===== config.mk =====
export PLATFORM = sky130hd
export DESIGN_NAME = guarded_block_pool_allocator_unit
export DESIGN_NICKNAME = d
export VERILOG_FILES = /design/src/sv/gbpa_pkg.sv /design/src/sv/gbpa_front.sv /design/src/sv/gbpa_fifo.sv /design/src/sv/gbpa_back.sv /design/src/sv/guarded_block_pool_allocator_unit.sv
export SDC_FILE = /design/constraint.sdc
export NUM_CORES = 2
export LEC_CHECK = 0
export BUFFER_PORTS_ARGS = -buffer_cell sky130_fd_sc_hd__buf_2
export CAP_MARGIN = 20
export CORE_MARGIN = 5
export CORE_UTILIZATION = 25
export DETAILED_ROUTE_END_ITERATION = 16
export MAX_ROUTING_LAYER = met4
export PLACE_DENSITY = 0.45
export SYNTH_ARGS = -nofsm -noshare
export SYNTH_HDL_FRONTEND = slang
export SYNTH_SLANG_ARGS = --single-unit
export TNS_END_PERCENT = 100

===== constraint.sdc =====
create_clock -name clk_i -period 12.4 [get_ports clk_i]
set_input_delay 1.86 -clock clk_i [delete_from_list [all_inputs] [get_ports clk_i]]
set_output_delay 1.86 -clock clk_i [all_outputs]
set_load 0.02 [all_outputs]

===== src/sv/gbpa_pkg.sv =====
// ----------------------------------------------------------------------------
// gbpa_pkg: shared types and constants of the guarded block pool allocator
// Command codes, status codes, the queued command word and the canary pattern.
// ----------------------------------------------------------------------------
package gbpa_pkg;

  localparam int unsigned NUM_BLOCKS_DEF  = 8;
  localparam int unsigned DATA_BYTES_DEF  = 24;
  localparam int unsigned BLOCK_BYTES_DEF = 32;

  // Largest pool is 64 blocks of 256 bytes, so a byte address fits in 14 bits.
  localparam int unsigned ADDR_MAX_W  = 14;
  localparam int unsigned QUEUE_DEPTH = 2;

  localparam logic [31:0] CANARY_WORD = 32'hDEAD_BEEF;

  typedef enum logic [2:0] {
    OP_ALLOC = 3'd0,
    OP_FREE  = 3'd1,
    OP_CHECK = 3'd2,
    OP_WRITE = 3'd3,
    OP_RESET = 3'd4
  } op_e;

  localparam logic [2:0] ST_OK      = 3'd0;
  localparam logic [2:0] ST_FULL    = 3'd1;
  localparam logic [2:0] ST_ILLEGAL = 3'd2;
  localparam logic [2:0] ST_DOUBLE  = 3'd3;
  localparam logic [2:0] ST_CANARY  = 3'd4;
  localparam logic [2:0] ST_CHECK   = 3'd5;

  // One decoded command word as it travels from front to back.
  typedef struct packed {
    op_e                   op;
    logic                  id_ok;
    logic [3:0]            slot_id;
    logic                  in_pool;
    logic [ADDR_MAX_W-1:0] addr;
    logic [7:0]            value;
  } cmd_t;

  // Reasons for the front to hold off new words.
  typedef struct packed {
    logic q_full;
    logic init_busy;
  } hold_t;

  // Byte k of the canary as stored little-endian.
  function automatic logic [7:0] canary_byte(input logic [1:0] k);
    logic [7:0] b;
    b = CANARY_WORD[8*k +: 8];
    return b;
  endfunction

endpackage


===== src/sv/gbpa_front.sv =====
// ----------------------------------------------------------------------------
// gbpa_front: command decoder
// Accepts a word, drops unknown actions, range-checks the id and forms the
// pool byte address of a byte write before queueing the command.
// ----------------------------------------------------------------------------
module gbpa_front #(
  parameter int unsigned NUM_BLOCKS  = gbpa_pkg::NUM_BLOCKS_DEF,
  parameter int unsigned BLOCK_BYTES = gbpa_pkg::BLOCK_BYTES_DEF
) (
  input  logic              start,
  output logic              busy,
  input  logic [2:0]        action_i,
  input  logic [3:0]        slot_id_i,
  input  logic [6:0]        byte_offset_i,
  input  logic [7:0]        byte_value_i,
  input  gbpa_pkg::hold_t   hold_i,
  output logic              push_o,
  output gbpa_pkg::cmd_t    cmd_o
);
  import gbpa_pkg::*;

  localparam int unsigned POOL_BYTES = NUM_BLOCKS * BLOCK_BYTES;

  logic        known;
  logic        id_ok;
  logic [31:0] addr_full;

  always_comb begin
    unique case (action_i) inside
      OP_ALLOC, OP_FREE, OP_CHECK, OP_WRITE, OP_RESET: known = 1'b1;
      default:                                         known = 1'b0;
    endcase
  end

  assign id_ok     = 32'(slot_id_i) < NUM_BLOCKS;
  assign addr_full = 32'(slot_id_i) * BLOCK_BYTES + 32'd4 + 32'(byte_offset_i);

  assign busy   = hold_i.q_full | hold_i.init_busy;
  // Drop unknown actions: they give no result.
  assign push_o = start & ~busy & known;

  always_comb begin
    cmd_o.op      = op_e'(action_i);
    cmd_o.id_ok   = id_ok;
    cmd_o.slot_id = slot_id_i;
    cmd_o.in_pool = id_ok && (addr_full < POOL_BYTES);
    cmd_o.addr    = addr_full[ADDR_MAX_W-1:0];
    cmd_o.value   = byte_value_i;
  end

endmodule


===== src/sv/gbpa_fifo.sv =====
// ----------------------------------------------------------------------------
// gbpa_fifo: command queue
// A short queue of decoded command words between the decoder and the engine.
// ----------------------------------------------------------------------------
module gbpa_fifo (
  input  logic           clk_i,
  input  logic           rst_ni,
  input  logic           push_i,
  input  gbpa_pkg::cmd_t cmd_i,
  output logic           full_o,
  input  logic           pop_i,
  output logic           valid_o,
  output gbpa_pkg::cmd_t cmd_o
);
  import gbpa_pkg::*;

  localparam int unsigned PTR_W = (QUEUE_DEPTH > 1) ? $clog2(QUEUE_DEPTH) : 1;
  localparam int unsigned CNT_W = $clog2(QUEUE_DEPTH + 1);

  cmd_t             slot_q [QUEUE_DEPTH];
  logic [PTR_W-1:0] wr_ptr_q, wr_ptr_d;
  logic [PTR_W-1:0] rd_ptr_q, rd_ptr_d;
  logic [CNT_W-1:0] count_q, count_d;

  assign full_o  = count_q == CNT_W'(QUEUE_DEPTH);
  assign valid_o = count_q != '0;
  assign cmd_o   = slot_q[rd_ptr_q];

  always_comb begin
    wr_ptr_d = wr_ptr_q;
    rd_ptr_d = rd_ptr_q;
    count_d  = count_q;
    if (push_i) begin
      wr_ptr_d = (wr_ptr_q == PTR_W'(QUEUE_DEPTH - 1)) ? '0 : wr_ptr_q + PTR_W'(1);
    end
    if (pop_i) begin
      rd_ptr_d = (rd_ptr_q == PTR_W'(QUEUE_DEPTH - 1)) ? '0 : rd_ptr_q + PTR_W'(1);
    end
    if (push_i && !pop_i) begin
      count_d = count_q + CNT_W'(1);
    end else if (pop_i && !push_i) begin
      count_d = count_q - CNT_W'(1);
    end
  end

  always_ff @(posedge clk_i or negedge rst_ni) begin
    if (!rst_ni) begin
      wr_ptr_q <= '0;
      rd_ptr_q <= '0;
      count_q  <= '0;
    end else begin
      wr_ptr_q <= wr_ptr_d;
      rd_ptr_q <= rd_ptr_d;
      count_q  <= count_d;
    end
  end

  always_ff @(posedge clk_i) begin
    if (push_i) begin
      slot_q[wr_ptr_q] <= cmd_i;
    end
  end

  a_no_overfill: assert property (@(posedge clk_i) disable iff (!rst_ni)
    push_i |-> !full_o || pop_i)
    else $error("command pushed into a full queue");

  a_no_underrun: assert property (@(posedge clk_i) disable iff (!rst_ni)
    pop_i |-> valid_o)
    else $error("command popped from an empty queue");

endmodule


===== src/sv/gbpa_back.sv =====
// ----------------------------------------------------------------------------
// gbpa_back: pool engine
// Owns the pool memory and the live and issued flags, runs each command
// through a small sequencer and raises one result strobe per command.
// ----------------------------------------------------------------------------
module gbpa_back #(
  parameter int unsigned NUM_BLOCKS  = gbpa_pkg::NUM_BLOCKS_DEF,
  parameter int unsigned DATA_BYTES  = gbpa_pkg::DATA_BYTES_DEF,
  parameter int unsigned BLOCK_BYTES = gbpa_pkg::BLOCK_BYTES_DEF
) (
  input  logic           clk_i,
  input  logic           rst_ni,
  input  logic           q_valid_i,
  input  gbpa_pkg::cmd_t cmd_i,
  output logic           pop_o,
  output logic           init_o,
  output logic           done_o,
  output logic [2:0]     status_o,
  output logic [2:0]     given_id_o
);
  import gbpa_pkg::*;

  localparam int unsigned POOL_BYTES = NUM_BLOCKS * BLOCK_BYTES;
  localparam int unsigned POOL_ROWS  = (POOL_BYTES + 3) / 4;
  localparam int unsigned ROW_W      = $clog2(POOL_ROWS);
  localparam int unsigned CA_W       = $clog2(POOL_BYTES + 4);
  localparam int unsigned IDX_W      = $clog2(NUM_BLOCKS);
  localparam int unsigned OFF_W      = $clog2(BLOCK_BYTES + 4);
  localparam int unsigned TRAIL_OFF  = DATA_BYTES + 4;
  localparam int unsigned FREE_LIMIT = DATA_BYTES + 8;

  typedef enum logic [5:0] {
    S_IDLE     = 6'b000001,
    S_EXEC     = 6'b000010,
    S_RD_LEAD  = 6'b000100,
    S_RD_TRAIL = 6'b001000,
    S_JUDGE    = 6'b010000,
    S_FILL     = 6'b100000
  } state_e;

  typedef enum logic [1:0] {
    FM_ALLOC = 2'd0,
    FM_FREE  = 2'd1,
    FM_RESET = 2'd2
  } fill_e;

  state_e            state_q, state_d;
  fill_e             mode_q, mode_d;
  cmd_t              cmd_q, cmd_d;
  logic [IDX_W-1:0]  idx_q, idx_d;
  logic [CA_W-1:0]   base_q, base_d;
  logic [OFF_W-1:0]  off_q, off_d;
  logic              reply_q, reply_d;
  logic              init_q, init_d;
  logic [NUM_BLOCKS-1:0] used_q, used_d;
  logic [NUM_BLOCKS-1:0] issued_q, issued_d;
  logic              lead_ok_q, lead_ok_d;
  logic              res_vld_q, res_vld_d;
  logic [2:0]        res_status_q, res_status_d;
  logic [2:0]        res_given_q, res_given_d;
  logic [1:0]        rot_q;

  // Pool access port: four byte lanes, each addressing its own row.
  logic [CA_W-1:0]   acc_addr;
  logic              acc_wr;
  logic              acc_rd;
  logic [3:0]        acc_mask;
  logic [3:0][7:0]   acc_data;
  logic [3:0]        lane_ok;
  logic              canary_good;

  logic [3:0]        fill_mask;
  logic [3:0][7:0]   fill_data;
  logic [31:0]       fill_limit;
  logic              fill_last;

  logic [IDX_W-1:0]  slot_idx;
  logic [CA_W-1:0]   slot_base;
  logic              live;
  logic              was_issued;
  logic [IDX_W-1:0]  free_idx;
  logic              any_free;
  logic [CA_W-1:0]   free_base;

  assign slot_idx   = IDX_W'(cmd_q.slot_id);
  assign slot_base  = CA_W'(32'(slot_idx) * BLOCK_BYTES);
  assign live       = cmd_q.id_ok && used_q[slot_idx];
  assign was_issued = cmd_q.id_ok && issued_q[slot_idx];
  assign free_base  = CA_W'(32'(free_idx) * BLOCK_BYTES);

  // Lowest block that is not live.
  always_comb begin
    free_idx = '0;
    any_free = 1'b0;
    for (int i = NUM_BLOCKS - 1; i >= 0; i--) begin
      if (!used_q[i]) begin
        free_idx = IDX_W'(i);
        any_free = 1'b1;
      end
    end
  end

  // Fill pattern for the four bytes at block offset off_q.
  assign fill_limit = (mode_q == FM_RESET) ? 32'(BLOCK_BYTES) : 32'(FREE_LIMIT);
  assign fill_last  = (32'(off_q) + 32'd4) >= fill_limit;

  always_comb begin
    logic [31:0] o32;
    logic [31:0] t32;
    logic        in_lead;
    logic        in_trail;
    for (int k = 0; k < 4; k++) begin
      o32      = 32'(off_q) + 32'(k);
      t32      = o32 - 32'(TRAIL_OFF);
      in_lead  = o32 < 32'd4;
      in_trail = (o32 >= 32'(TRAIL_OFF)) && (o32 < 32'(TRAIL_OFF + 4));
      if (in_lead) begin
        fill_data[k] = canary_byte(o32[1:0]);
      end else if (in_trail) begin
        fill_data[k] = canary_byte(t32[1:0]);
      end else begin
        fill_data[k] = 8'h00;
      end
      fill_mask[k] = (o32 < fill_limit) && ((mode_q != FM_ALLOC) || in_lead || in_trail);
    end
  end

  // Byte lanes: lane l holds pool bytes 4*row + l.
  for (genvar l = 0; l < 4; l++) begin : g_lane
    logic [7:0]       mem_q [POOL_ROWS];
    logic [7:0]       rd_q;
    logic [1:0]       k_w;
    logic [1:0]       k_r;
    logic [CA_W-1:0]  b;
    logic [ROW_W-1:0] row;

    assign k_w = 2'(l) - acc_addr[1:0];
    assign b   = acc_addr + CA_W'(k_w);
    assign row = ROW_W'(b >> 2);
    assign k_r = 2'(l) - rot_q;

    always_ff @(posedge clk_i) begin
      if (acc_wr && acc_mask[k_w]) begin
        mem_q[row] <= acc_data[k_w];
      end
      if (acc_rd) begin
        rd_q <= mem_q[row];
      end
    end

    assign lane_ok[l] = rd_q == canary_byte(k_r);
  end

  assign canary_good = &lane_ok;

  always_comb begin
    state_d      = state_q;
    mode_d       = mode_q;
    cmd_d        = cmd_q;
    idx_d        = idx_q;
    base_d       = base_q;
    off_d        = off_q;
    reply_d      = reply_q;
    init_d       = init_q;
    used_d       = used_q;
    issued_d     = issued_q;
    lead_ok_d    = lead_ok_q;
    res_vld_d    = 1'b0;
    res_status_d = ST_OK;
    res_given_d  = '0;
    pop_o        = 1'b0;
    acc_addr     = base_q;
    acc_wr       = 1'b0;
    acc_rd       = 1'b0;
    acc_mask     = fill_mask;
    acc_data     = fill_data;

    unique case (state_q)
      S_IDLE: begin
        if (q_valid_i) begin
          pop_o   = 1'b1;
          cmd_d   = cmd_i;
          state_d = S_EXEC;
        end
      end

      S_EXEC: begin
        state_d = S_IDLE;
        idx_d   = slot_idx;
        base_d  = slot_base;
        off_d   = '0;
        unique case (cmd_q.op)
          OP_ALLOC: begin
            if (!any_free) begin
              res_vld_d    = 1'b1;
              res_status_d = ST_FULL;
            end else begin
              idx_d              = free_idx;
              base_d             = free_base;
              used_d[free_idx]   = 1'b1;
              issued_d[free_idx] = 1'b1;
              mode_d             = FM_ALLOC;
              reply_d            = 1'b1;
              state_d            = S_FILL;
            end
          end
          OP_FREE: begin
            if (!cmd_q.id_ok) begin
              res_vld_d    = 1'b1;
              res_status_d = ST_ILLEGAL;
            end else if (!live) begin
              res_vld_d    = 1'b1;
              res_status_d = was_issued ? ST_DOUBLE : ST_ILLEGAL;
            end else begin
              state_d = S_RD_LEAD;
            end
          end
          OP_CHECK: begin
            if (!live) begin
              res_vld_d    = 1'b1;
              res_status_d = ST_CHECK;
            end else begin
              state_d = S_RD_LEAD;
            end
          end
          OP_WRITE: begin
            res_vld_d = 1'b1;
            if (!live) begin
              res_status_d = ST_ILLEGAL;
            end else begin
              // Drop a byte that lands past the pool end.
              acc_addr = CA_W'(cmd_q.addr);
              acc_wr   = cmd_q.in_pool;
              acc_mask = 4'b0001;
              acc_data = {4{cmd_q.value}};
            end
          end
          OP_RESET: begin
            used_d   = '0;
            issued_d = '0;
            idx_d    = '0;
            base_d   = '0;
            mode_d   = FM_RESET;
            reply_d  = 1'b1;
            state_d  = S_FILL;
          end
          default: state_d = S_IDLE;
        endcase
      end

      S_RD_LEAD: begin
        acc_rd   = 1'b1;
        acc_addr = base_q;
        state_d  = S_RD_TRAIL;
      end

      S_RD_TRAIL: begin
        acc_rd    = 1'b1;
        acc_addr  = base_q + CA_W'(TRAIL_OFF);
        lead_ok_d = canary_good;
        state_d   = S_JUDGE;
      end

      S_JUDGE: begin
        state_d = S_IDLE;
        if (cmd_q.op == OP_CHECK) begin
          res_vld_d    = 1'b1;
          res_status_d = (lead_ok_q && canary_good) ? ST_OK : ST_CHECK;
        end else if (!(lead_ok_q && canary_good)) begin
          // Keep the block live when a canary is broken.
          res_vld_d    = 1'b1;
          res_status_d = ST_CANARY;
        end else begin
          used_d[idx_q] = 1'b0;
          mode_d        = FM_FREE;
          reply_d       = 1'b1;
          off_d         = '0;
          state_d       = S_FILL;
        end
      end

      S_FILL: begin
        acc_addr = base_q + CA_W'(off_q);
        acc_wr   = 1'b1;
        if (!fill_last) begin
          off_d = off_q + OFF_W'(4);
        end else if (mode_q == FM_RESET && idx_q != IDX_W'(NUM_BLOCKS - 1)) begin
          idx_d  = idx_q + IDX_W'(1);
          base_d = base_q + CA_W'(BLOCK_BYTES);
          off_d  = '0;
        end else begin
          state_d = S_IDLE;
          init_d  = 1'b0;
          if (reply_q) begin
            res_vld_d    = 1'b1;
            res_status_d = ST_OK;
            res_given_d  = (mode_q == FM_ALLOC) ? 3'(idx_q) : 3'd0;
          end
        end
      end

      default: state_d = S_IDLE;
    endcase
  end

  always_ff @(posedge clk_i or negedge rst_ni) begin
    if (!rst_ni) begin
      // Come out of reset sweeping the whole pool back to its clean image.
      state_q   <= S_FILL;
      mode_q    <= FM_RESET;
      idx_q     <= '0;
      base_q    <= '0;
      off_q     <= '0;
      reply_q   <= 1'b0;
      init_q    <= 1'b1;
      used_q    <= '0;
      issued_q  <= '0;
      res_vld_q <= 1'b0;
    end else begin
      state_q   <= state_d;
      mode_q    <= mode_d;
      idx_q     <= idx_d;
      base_q    <= base_d;
      off_q     <= off_d;
      reply_q   <= reply_d;
      init_q    <= init_d;
      used_q    <= used_d;
      issued_q  <= issued_d;
      res_vld_q <= res_vld_d;
    end
  end

  always_ff @(posedge clk_i) begin
    cmd_q        <= cmd_d;
    lead_ok_q    <= lead_ok_d;
    res_status_q <= res_status_d;
    res_given_q  <= res_given_d;
    if (acc_rd) begin
      rot_q <= acc_addr[1:0];
    end
  end

  assign init_o     = init_q;
  assign done_o     = res_vld_q;
  assign status_o   = res_status_q;
  assign given_id_o = res_given_q;

  a_init_quiet: assert property (@(posedge clk_i) disable iff (!rst_ni)
    init_q |-> !res_vld_q)
    else $error("result raised during the power-on clearing pass");

  a_live_issued: assert property (@(posedge clk_i) disable iff (!rst_ni)
    (used_q & ~issued_q) == '0)
    else $error("live block whose id was never issued");

  a_full_real: assert property (@(posedge clk_i) disable iff (!rst_ni)
    res_vld_q && res_status_q == ST_FULL |-> &used_q)
    else $error("pool full reported with a free block");

  a_given_ok: assert property (@(posedge clk_i) disable iff (!rst_ni)
    res_vld_q && res_given_q != 3'd0 |-> res_status_q == ST_OK)
    else $error("block id given with a failing status");

endmodule


===== src/sv/guarded_block_pool_allocator_unit.sv =====
// ----------------------------------------------------------------------------
// guarded_block_pool_allocator_unit: guarded fixed-block pool allocator
// Pool of fixed blocks, each with a leading and a trailing canary word around
// the user bytes; alloc, free, check, byte write and pool reset commands.
// ----------------------------------------------------------------------------
//
// Channel   Direction  Handshake                         Payload
// command   in         start high, busy low at the edge  action_i, slot_id_i,
//                                                        byte_offset_i, byte_value_i
// result    out        done_o high for one cycle         status_o, given_id_o
//
// Flow: a command word enters a two-word queue in the cycle it is taken.
// The pool engine decodes it and settles a byte write, a full pool or a
// check/free that fails before touching memory there; a check or free
// reads the leading, then the trailing canary and judges them; an alloc
// writes both canaries, a free rewrites its block through the trailing
// canary and a pool reset rewrites every block; the result strobe is then
// registered. The single port of the pool memory is four byte lanes wide,
// so a canary or four user bytes move per cycle. Reset: after rst_ni rises
// the engine sweeps the pool back to its clean image, with busy held.
// Stalls: busy rises only while the queue is full or the sweep runs; the
// receiver takes every result in the cycle it is shown.
// Unknown actions are taken and dropped without a result.
//
module guarded_block_pool_allocator_unit #(
  parameter int unsigned NUM_BLOCKS  = gbpa_pkg::NUM_BLOCKS_DEF,
  parameter int unsigned DATA_BYTES  = gbpa_pkg::DATA_BYTES_DEF,
  parameter int unsigned BLOCK_BYTES = gbpa_pkg::BLOCK_BYTES_DEF
) (
  input  logic       clk_i,
  input  logic       rst_ni,
  input  logic       start,
  output logic       busy,
  input  logic [2:0] action_i,
  input  logic [3:0] slot_id_i,
  input  logic [6:0] byte_offset_i,
  input  logic [7:0] byte_value_i,
  output logic       done_o,
  output logic [2:0] status_o,
  output logic [2:0] given_id_o
);
  import gbpa_pkg::*;

  hold_t hold;
  logic  push;
  cmd_t  push_cmd;
  logic  q_full;
  logic  q_valid;
  cmd_t  q_cmd;
  logic  pop;
  logic  init_busy;

  // Hold the decoder off while the queue is full or the pool is being swept.
  assign hold.q_full    = q_full;
  assign hold.init_busy = init_busy;

  gbpa_front #(
    .NUM_BLOCKS  (NUM_BLOCKS),
    .BLOCK_BYTES (BLOCK_BYTES)
  ) u_front (
    .start         (start),
    .busy          (busy),
    .action_i      (action_i),
    .slot_id_i     (slot_id_i),
    .byte_offset_i (byte_offset_i),
    .byte_value_i  (byte_value_i),
    .hold_i        (hold),
    .push_o        (push),
    .cmd_o         (push_cmd)
  );

  // Decouple decode from execution so a word can be taken while one runs.
  gbpa_fifo u_fifo (
    .clk_i   (clk_i),
    .rst_ni  (rst_ni),
    .push_i  (push),
    .cmd_i   (push_cmd),
    .full_o  (q_full),
    .pop_i   (pop),
    .valid_o (q_valid),
    .cmd_o   (q_cmd)
  );

  // Run commands against the pool memory and flags; one strobe per command.
  gbpa_back #(
    .NUM_BLOCKS  (NUM_BLOCKS),
    .DATA_BYTES  (DATA_BYTES),
    .BLOCK_BYTES (BLOCK_BYTES)
  ) u_back (
    .clk_i      (clk_i),
    .rst_ni     (rst_ni),
    .q_valid_i  (q_valid),
    .cmd_i      (q_cmd),
    .pop_o      (pop),
    .init_o     (init_busy),
    .done_o     (done_o),
    .status_o   (status_o),
    .given_id_o (given_id_o)
  );

endmodule


# Word-level counts from Yosys, hierarchy flattened
# Memories as Yosys holds them, arrays and structs flattened. A register that Yosys moved wholly into a read port is not among the register bits.
# Index checks and enable logic that the tools add are counted.
[word_totals]
out_inout_bits = 8
inputBits = 25
ram_bits = 2110
memories = 5
regBits = 58
[op_classes]
mux = 141
n_reduce_logical = 52
shift = 12
order_cmp = 24
add_sub_neg = 31
bitwise_logic = 13
eq_ne = 31
[mem_list]
columns = ["name", "words", "word_bits", "rd", "rd_ports_with_merged_regs", "write_ports", "line_no", "source"]
rows = [
  ["u_back.g_lane[0].mem_q", 64, 8, 1, 1, 1, "gbpa_back.sv:130", "logic [7:0] mem_q [POOL_ROWS];"],
  ["u_back.g_lane[1].mem_q", 64, 8, 1, 1, 1, "gbpa_back.sv:130", ""],
  ["u_back.g_lane[2].mem_q", 64, 8, 1, 1, 1, "gbpa_back.sv:130", ""],
  ["u_back.g_lane[3].mem_q", 64, 8, 1, 1, 1, "gbpa_back.sv:130", ""],
  ["u_fifo.slot_q", 2, 31, 1, 1, 1, "gbpa_fifo.sv:20", "cmd_t slot_q [QUEUE_DEPTH];"],
]
[ops]
columns = ["cell", "n"]
rows = [
  ["indexed part select 32 x 6 -> 8 bit, first input constant", 12],
  ["two-way mux 8 bit", 19],
  ["two-way mux 32 bit", 3],
  ["two-way mux 6 bit", 11],
  ["binary-select mux 8 bit (select 2 bit)", 4],
  ["case mux 8 bit (2 select lines)", 4],
  ["two-way mux 3 bit", 18],
  ["two-way mux 1 bit", 47],
  ["case mux 6 bit (6 select lines)", 1],
  ["adder 32 x 7 -> 32 bit", 1],
  ["adder 8 x 2 -> 8 bit", 4],
  ["== test 8 bit", 4],
  ["greater-or-equal comparator 32 x 6 -> 1 bit, second input constant", 1],
  ["< comparator 32 x 9 -> 1 bit, second input constant", 1],
  ["case mux 6 bit (4 select lines)", 1],
  ["case mux 8 bit (3 select lines)", 1],
  ["greater-or-equal comparator 7 x 5 -> 1 bit, second input constant", 3],
  ["logical AND 1 bit", 21],
  ["< comparator 7 x 3 -> 1 bit, second input constant", 3],
  ["< comparator 7 x 6 -> 1 bit, second input constant", 3],
  ["two-way mux 9 bit", 2],
  ["case mux 3 bit (2 select lines)", 3],
  ["case mux 6 bit (3 select lines)", 1],
  ["case mux 9 bit (2 select lines)", 1],
  ["other kinds (63)", 135],
]

# Depth between registers and ports, before layout
[logic_depth]
depth_word = 16
depth_mapped = 24

# Cells and area by module
# From an unflattened synthesis, not the netlist that was laid out.
[unflattened]
hier_cells = 6158
hier_area_um2 = 88916.5
[modules_own_cells]
columns = ["module", "instances", "cells_each", "area_each_um2"]
rows = [
  ["gbpa_back", 1, 5998, 85996.2],
  ["gbpa_fifo", 1, 113, 2580.0],
  ["gbpa_front", 1, 47, 340.3],
]

# Worst setup path after synthesis
# OpenSTA, ideal clock, no wires.
[synth_timing]
path_type = "reg-to-reg"
from = "register u_back.state_q[3]"
to = "memory u_back.g_lane[1].mem_q[21][0] (enable)"
arrival_time_ps = 6175
stages_incl_launch_ff = 20
setup_slack_ps = 5842
required_ps = 12017
setup_time_ps = 383
path_buffers = 9
path_cell_list = "dfrtp_1 > buf_6 > or4_4 > a2111oi_4 > and4_1 > buf_2 > nor2_2 > inv_1 > buf_4 > buf_2 > buf_1 > clkbuf_1 > ha_1 > buf_1 > clkbuf_1 > clkbuf_1 > inv_1 > a2111oi_0 > nand3_1 > nor3_1"
[synth_between]
elab_chain_len = 8
elab_cells_between_ends = 13
[synth_rtl]
columns = ["element", "line_no", "source"]
rows = [
  ["start, declared", "gbpa_back.sv:47", "state_e state_q, state_d;"],
  ["start signal, assigned", "gbpa_back.sv:320", "state_q <= state_d;"],
  ["== test 6 bit, or another cell as far along", "gbpa_back.sv:178", "unique case (state_q)"],
  ["case mux 8 bit (3 select lines)", "gbpa_back.sv:178", ""],
  ["subtractor 1 x 2 -> 2 bit", "gbpa_back.sv:137", "assign k_w = 2'(l) - acc_addr[1:0];"],
  ["binary-select mux 1 bit (select 2 bit)", "gbpa_back.sv:143", "if (acc_wr && acc_mask[k_w]) begin"],
  ["two-way mux 1 bit (not written as such)", "gbpa_back.sv:143", ""],
  ["logical AND 1 bit", "gbpa_back.sv:143", ""],
  ["two-way mux 1 bit", "gbpa_back.sv:143", ""],
  ["two-way mux 1 bit (not written as such)", "gbpa_back.sv:144", "mem_q[row] <= acc_data[k_w];"],
  ["end, declared", "gbpa_back.sv:130", ""],
]
# Parallel ways exist; a longest one is shown, timed or not. The select of a mux whose other input is x is not followed.

# Worst setup path in the final report
[layout_timing]
from = "register u_back.state_q[1]"
to = "register u_back.g_lane[0].rd_q[3] (read register of u_back.g_lane[0].mem_q) (data pin)"
[layout_between]
elab_chain_len = 4
elab_cells_between_ends = 9
[layout_rtl]
columns = ["element", "line_no", "source"]
rows = [
  ["== test 6 bit, or another cell as far along", "gbpa_back.sv:178", ""],
  ["case mux 8 bit (3 select lines) (*)", "gbpa_back.sv:178", ""],
  ["net u_back.acc_addr[1]", "gbpa_back.sv:64", "logic [CA_W-1:0] acc_addr;"],
  ["subtractor 1 x 2 -> 2 bit", "gbpa_back.sv:137", ""],
  ["adder 8 x 2 -> 8 bit (*)", "gbpa_back.sv:138", "assign b = acc_addr + CA_W'(k_w);"],
  ["end, declared", "gbpa_back.sv:131", "logic [7:0] rd_q;"],
]
# Mark *: on every way through the listed nets, which the timed path passes. The rest lies on a longest branch.
# A chain may end at the register's enable or synchronous reset.

==> qor.txt <==
status - finished, final reports clean
cell count after synthesis - 5,584
DIE HEIGHT - 604 microns
NumNets Final - 5,730
commonest cells after routing, fill and taps aside - 2,155 x edfxtp_1, 671 x nand2_1, 367 x nor2_1
sequential area share after synthesis - 74.7%
clock root buffer - clkbuf_16
Yosys warning total - 0
IO Pins - 33
most common library cell in the layout ignoring fill and taps - edfxtp_1
actual slew at the worst max-slew pin - 1.23 ns
clock transition at the registers of the reported paths - 0.07 ns
Tcrit/Tclk final - 59.5%
DR vias - 51,900
Placed Cells - 10,100
Arr. time, crit path - 7.99 ns
Design Area, Final - 102,000 sq um
CTS hold repair buffers - 0
EDFF count, synth - 2,155
Setup WS pre-CTS - 4.98 ns
area post-placement - 94,300 sq um
max_cap viols - 0
reg2reg start - u_back.state_q[1]
top post-synthesis cells by area - edfxtp_1 73%, mux4_2 4.3%, nand2_1 3.0%
post-cts sizing count - 0
type of the worst setup path - reg2reg
die area - 365,000 sq um
Avg Inst Size Synth - 15.8 sq um
die width - 604 microns
Pwr Total - 19.3 mW
final hold slack - 0.468 ns
Crit. End Element - register
Primary FF master, synth - edfxtp_1
TritonCTS clock tree - done
RSZ-0062 raised after global routing - no
initial antenna violation count - 9
worst setup path start - u_back.state_q[1]
CP Cell Sequence - nor2b_1, nand2_1, nor4_2, and2_1, inv_1, ha_1, buf_4, a21oi_1, or2_4, buf_4, buf_4, mux4_2, a2111oi_0, o21ai_0, o32a_1
Leak - 32.6 nW
CTS buffer count - 232
Setup TNS - 0 ns
Fmax - 136 MHz
CP max stage cell - nor4_2
Crit path top cell by count - buf_4
Max VDD drop - 0.000147 V
post-route ant nets - 0
Cell Area, Synth - 88,200 sq um
Yosys top cell by area - edfxtp_1
Tot GR Track Use - 15.2%
Core Util, Final - 29.0%
largest net degree at the start of global routing - 121
Cell Rows - 218
DRT iter0 DRCs - 5,746
gr ovfl total - 0
Async S/R FF share, synth - 1.86%
layout cells sized above 1 - 14.4%
Clk Latency, worst-skew pair - 0.86 ns
fin cells - 10,500
Worst setup SP type - register
first-pass GRT wire length - 396,000 microns
Synth top area share - 73.4%
# Post-CTS Setup Buffers - 0
slowest stage delay, CP - 0.73 ns
Layout Skew - 0.0318 ns
WL/cell - 26.4 microns
hold path start - u_back.reply_q
Vias/cell - 4.93
Worst Hold Class - reg2reg
Yosys cell types - 95
Cell Pwr Density - 189 nW/um^2
final hold vios - 0
Starting Density - 25.1%
Routed WL - 277,000 microns
DR pass1 iterations - 6
area added between synthesis and finish - 15.8%
Final GP Congestion - 0.829
Slew HR - 17.1%
final setup margin - 5.02 ns
Final Setup Violations - 0
CP Max Fanout - 38
dpl hpwl - 167,000 microns
CORE AREA - 352,000 sq um
IO Port Bufs - 32
vias in the first global route - 51,400
Longest Clk Path Bufs - 3
DRC - 0
minimum clock period - 7.38 ns
H-tree Lvls - 4
Max Slew Vio Count - 0
Worst EP required - 13.01 ns
CTS sink cnt - 2,202
Seq cells post-synth - 2,202
## synthesized netlist by cell type (all sizes together), types with 22 or more instances
library cell	number
edfxtp	2155
nand2	698
nor2	388
a21oi	327
mux2i	250
buf	180
mux4	170
o21ai	156
clkbuf	140
nand3	131
nor3	82
a31oi	63
a221oi	59
a222oi	59
o22ai	54
nor4	50
a22oi	46
o221ai	44
dfrtp	38
xnor2	38
mux2	36
inv	33
a211oi	30
o211ai	23
and3	22
## routing by layer
layer	routed length (microns)	global-route usage, %	vias up
li1	-	-	22300
met1	124000	20.7	27400
met2	131000	23.9	1816
met3	15900	2.33	364
met4	6260	3.52	0
met5	0	-	-
## registers in the layout, summed over array words and instances, names as in the netlist
register             flops
u_back.used_q            8
u_back.lead_ok_q         1
u_back.done_o            1
u_back.g_lane.rd_q      32
u_back.issued_q          8
u_back.mode_q            2
u_back.idx_q             3
u_back.off_q             4
u_back.g_lane.mem_q   2048
u_back.cmd_q            24
u_back.base_q            3
u_back.rot_q             2
u_back.given_id_o        3
u_back.init_o            1
u_back.state_q           6
u_fifo.slot_q           48
u_fifo.rd_ptr_q          1
u_back.status_o          3
u_fifo.count_q           2
u_back.reply_q           1
u_fifo.wr_ptr_q          1
## worst max-delay path: cells and delay by family (launching register included)
kind                     cells  cell delay (ns)
buffers and inverters        4             1.64
multiplexers                 1             0.58
AO/OA/AOI/OAI                4             1.23
adder cells (fa/ha/maj)      1             0.20
AND/OR/NAND/NOR              5             2.83
flip-flops                   1             0.55
## kinds of logic (layout without fill, tap and decap cells)
kind of cell             after synthesis  count (layout)  synth area share (%)
flip-flops                          2202            2202                  74.7
AND/OR/NAND/NOR                     1479            1479                  7.32
AO/OA/AOI/OAI                       1026            1026                  7.80
multiplexers                         456             456                  7.64
buffers and inverters                353             656                  1.76
XOR/XNOR                              47              47                 0.484
adder cells (fa/ha/maj)               20              20                 0.284
other                                  1               9               0.00425
## area by class of cell
| cell class | count | area, sq um |
|---|---|---|
| multi-input cells | 3030 | 21200 |
| inverters | 33 | 124 |
| well taps | 4620 | 5780 |
| flip-flops and latches | 2202 | 65900 |
| diodes | 7 | 17.5 |
| clock buffers | 287 | 6080 |
| repair buffers | 186 | 1430 |
| fillers | 35000 | 250000 |
| clock inverters | 150 | 1620 |
## worst paths after layout
kind,end,slack [ns],cells past startpoint
worst max-delay path,u_back.g_lane[0].rd_q[3],5.02,15
min in group asynchronous,u_fifo.wr_ptr_q,0.82,1
worst max register to register,u_back.g_lane[0].rd_q[3],5.02,15
worst min-delay path,u_back.reply_q,0.47,1
max in group asynchronous,u_back.state_q[5],11.05,2
worst min register to register,u_back.reply_q,0.47,1
## power by group
group	switching (mW)	internal [mW]	total, mW
logic	2.55	0.777	3.33
clock network	2.98	4.08	7.06
registers	0.123	8.78	8.90
total	5.66	13.6	19.3
No activity file was read; power rests on OpenSTA's default activity.
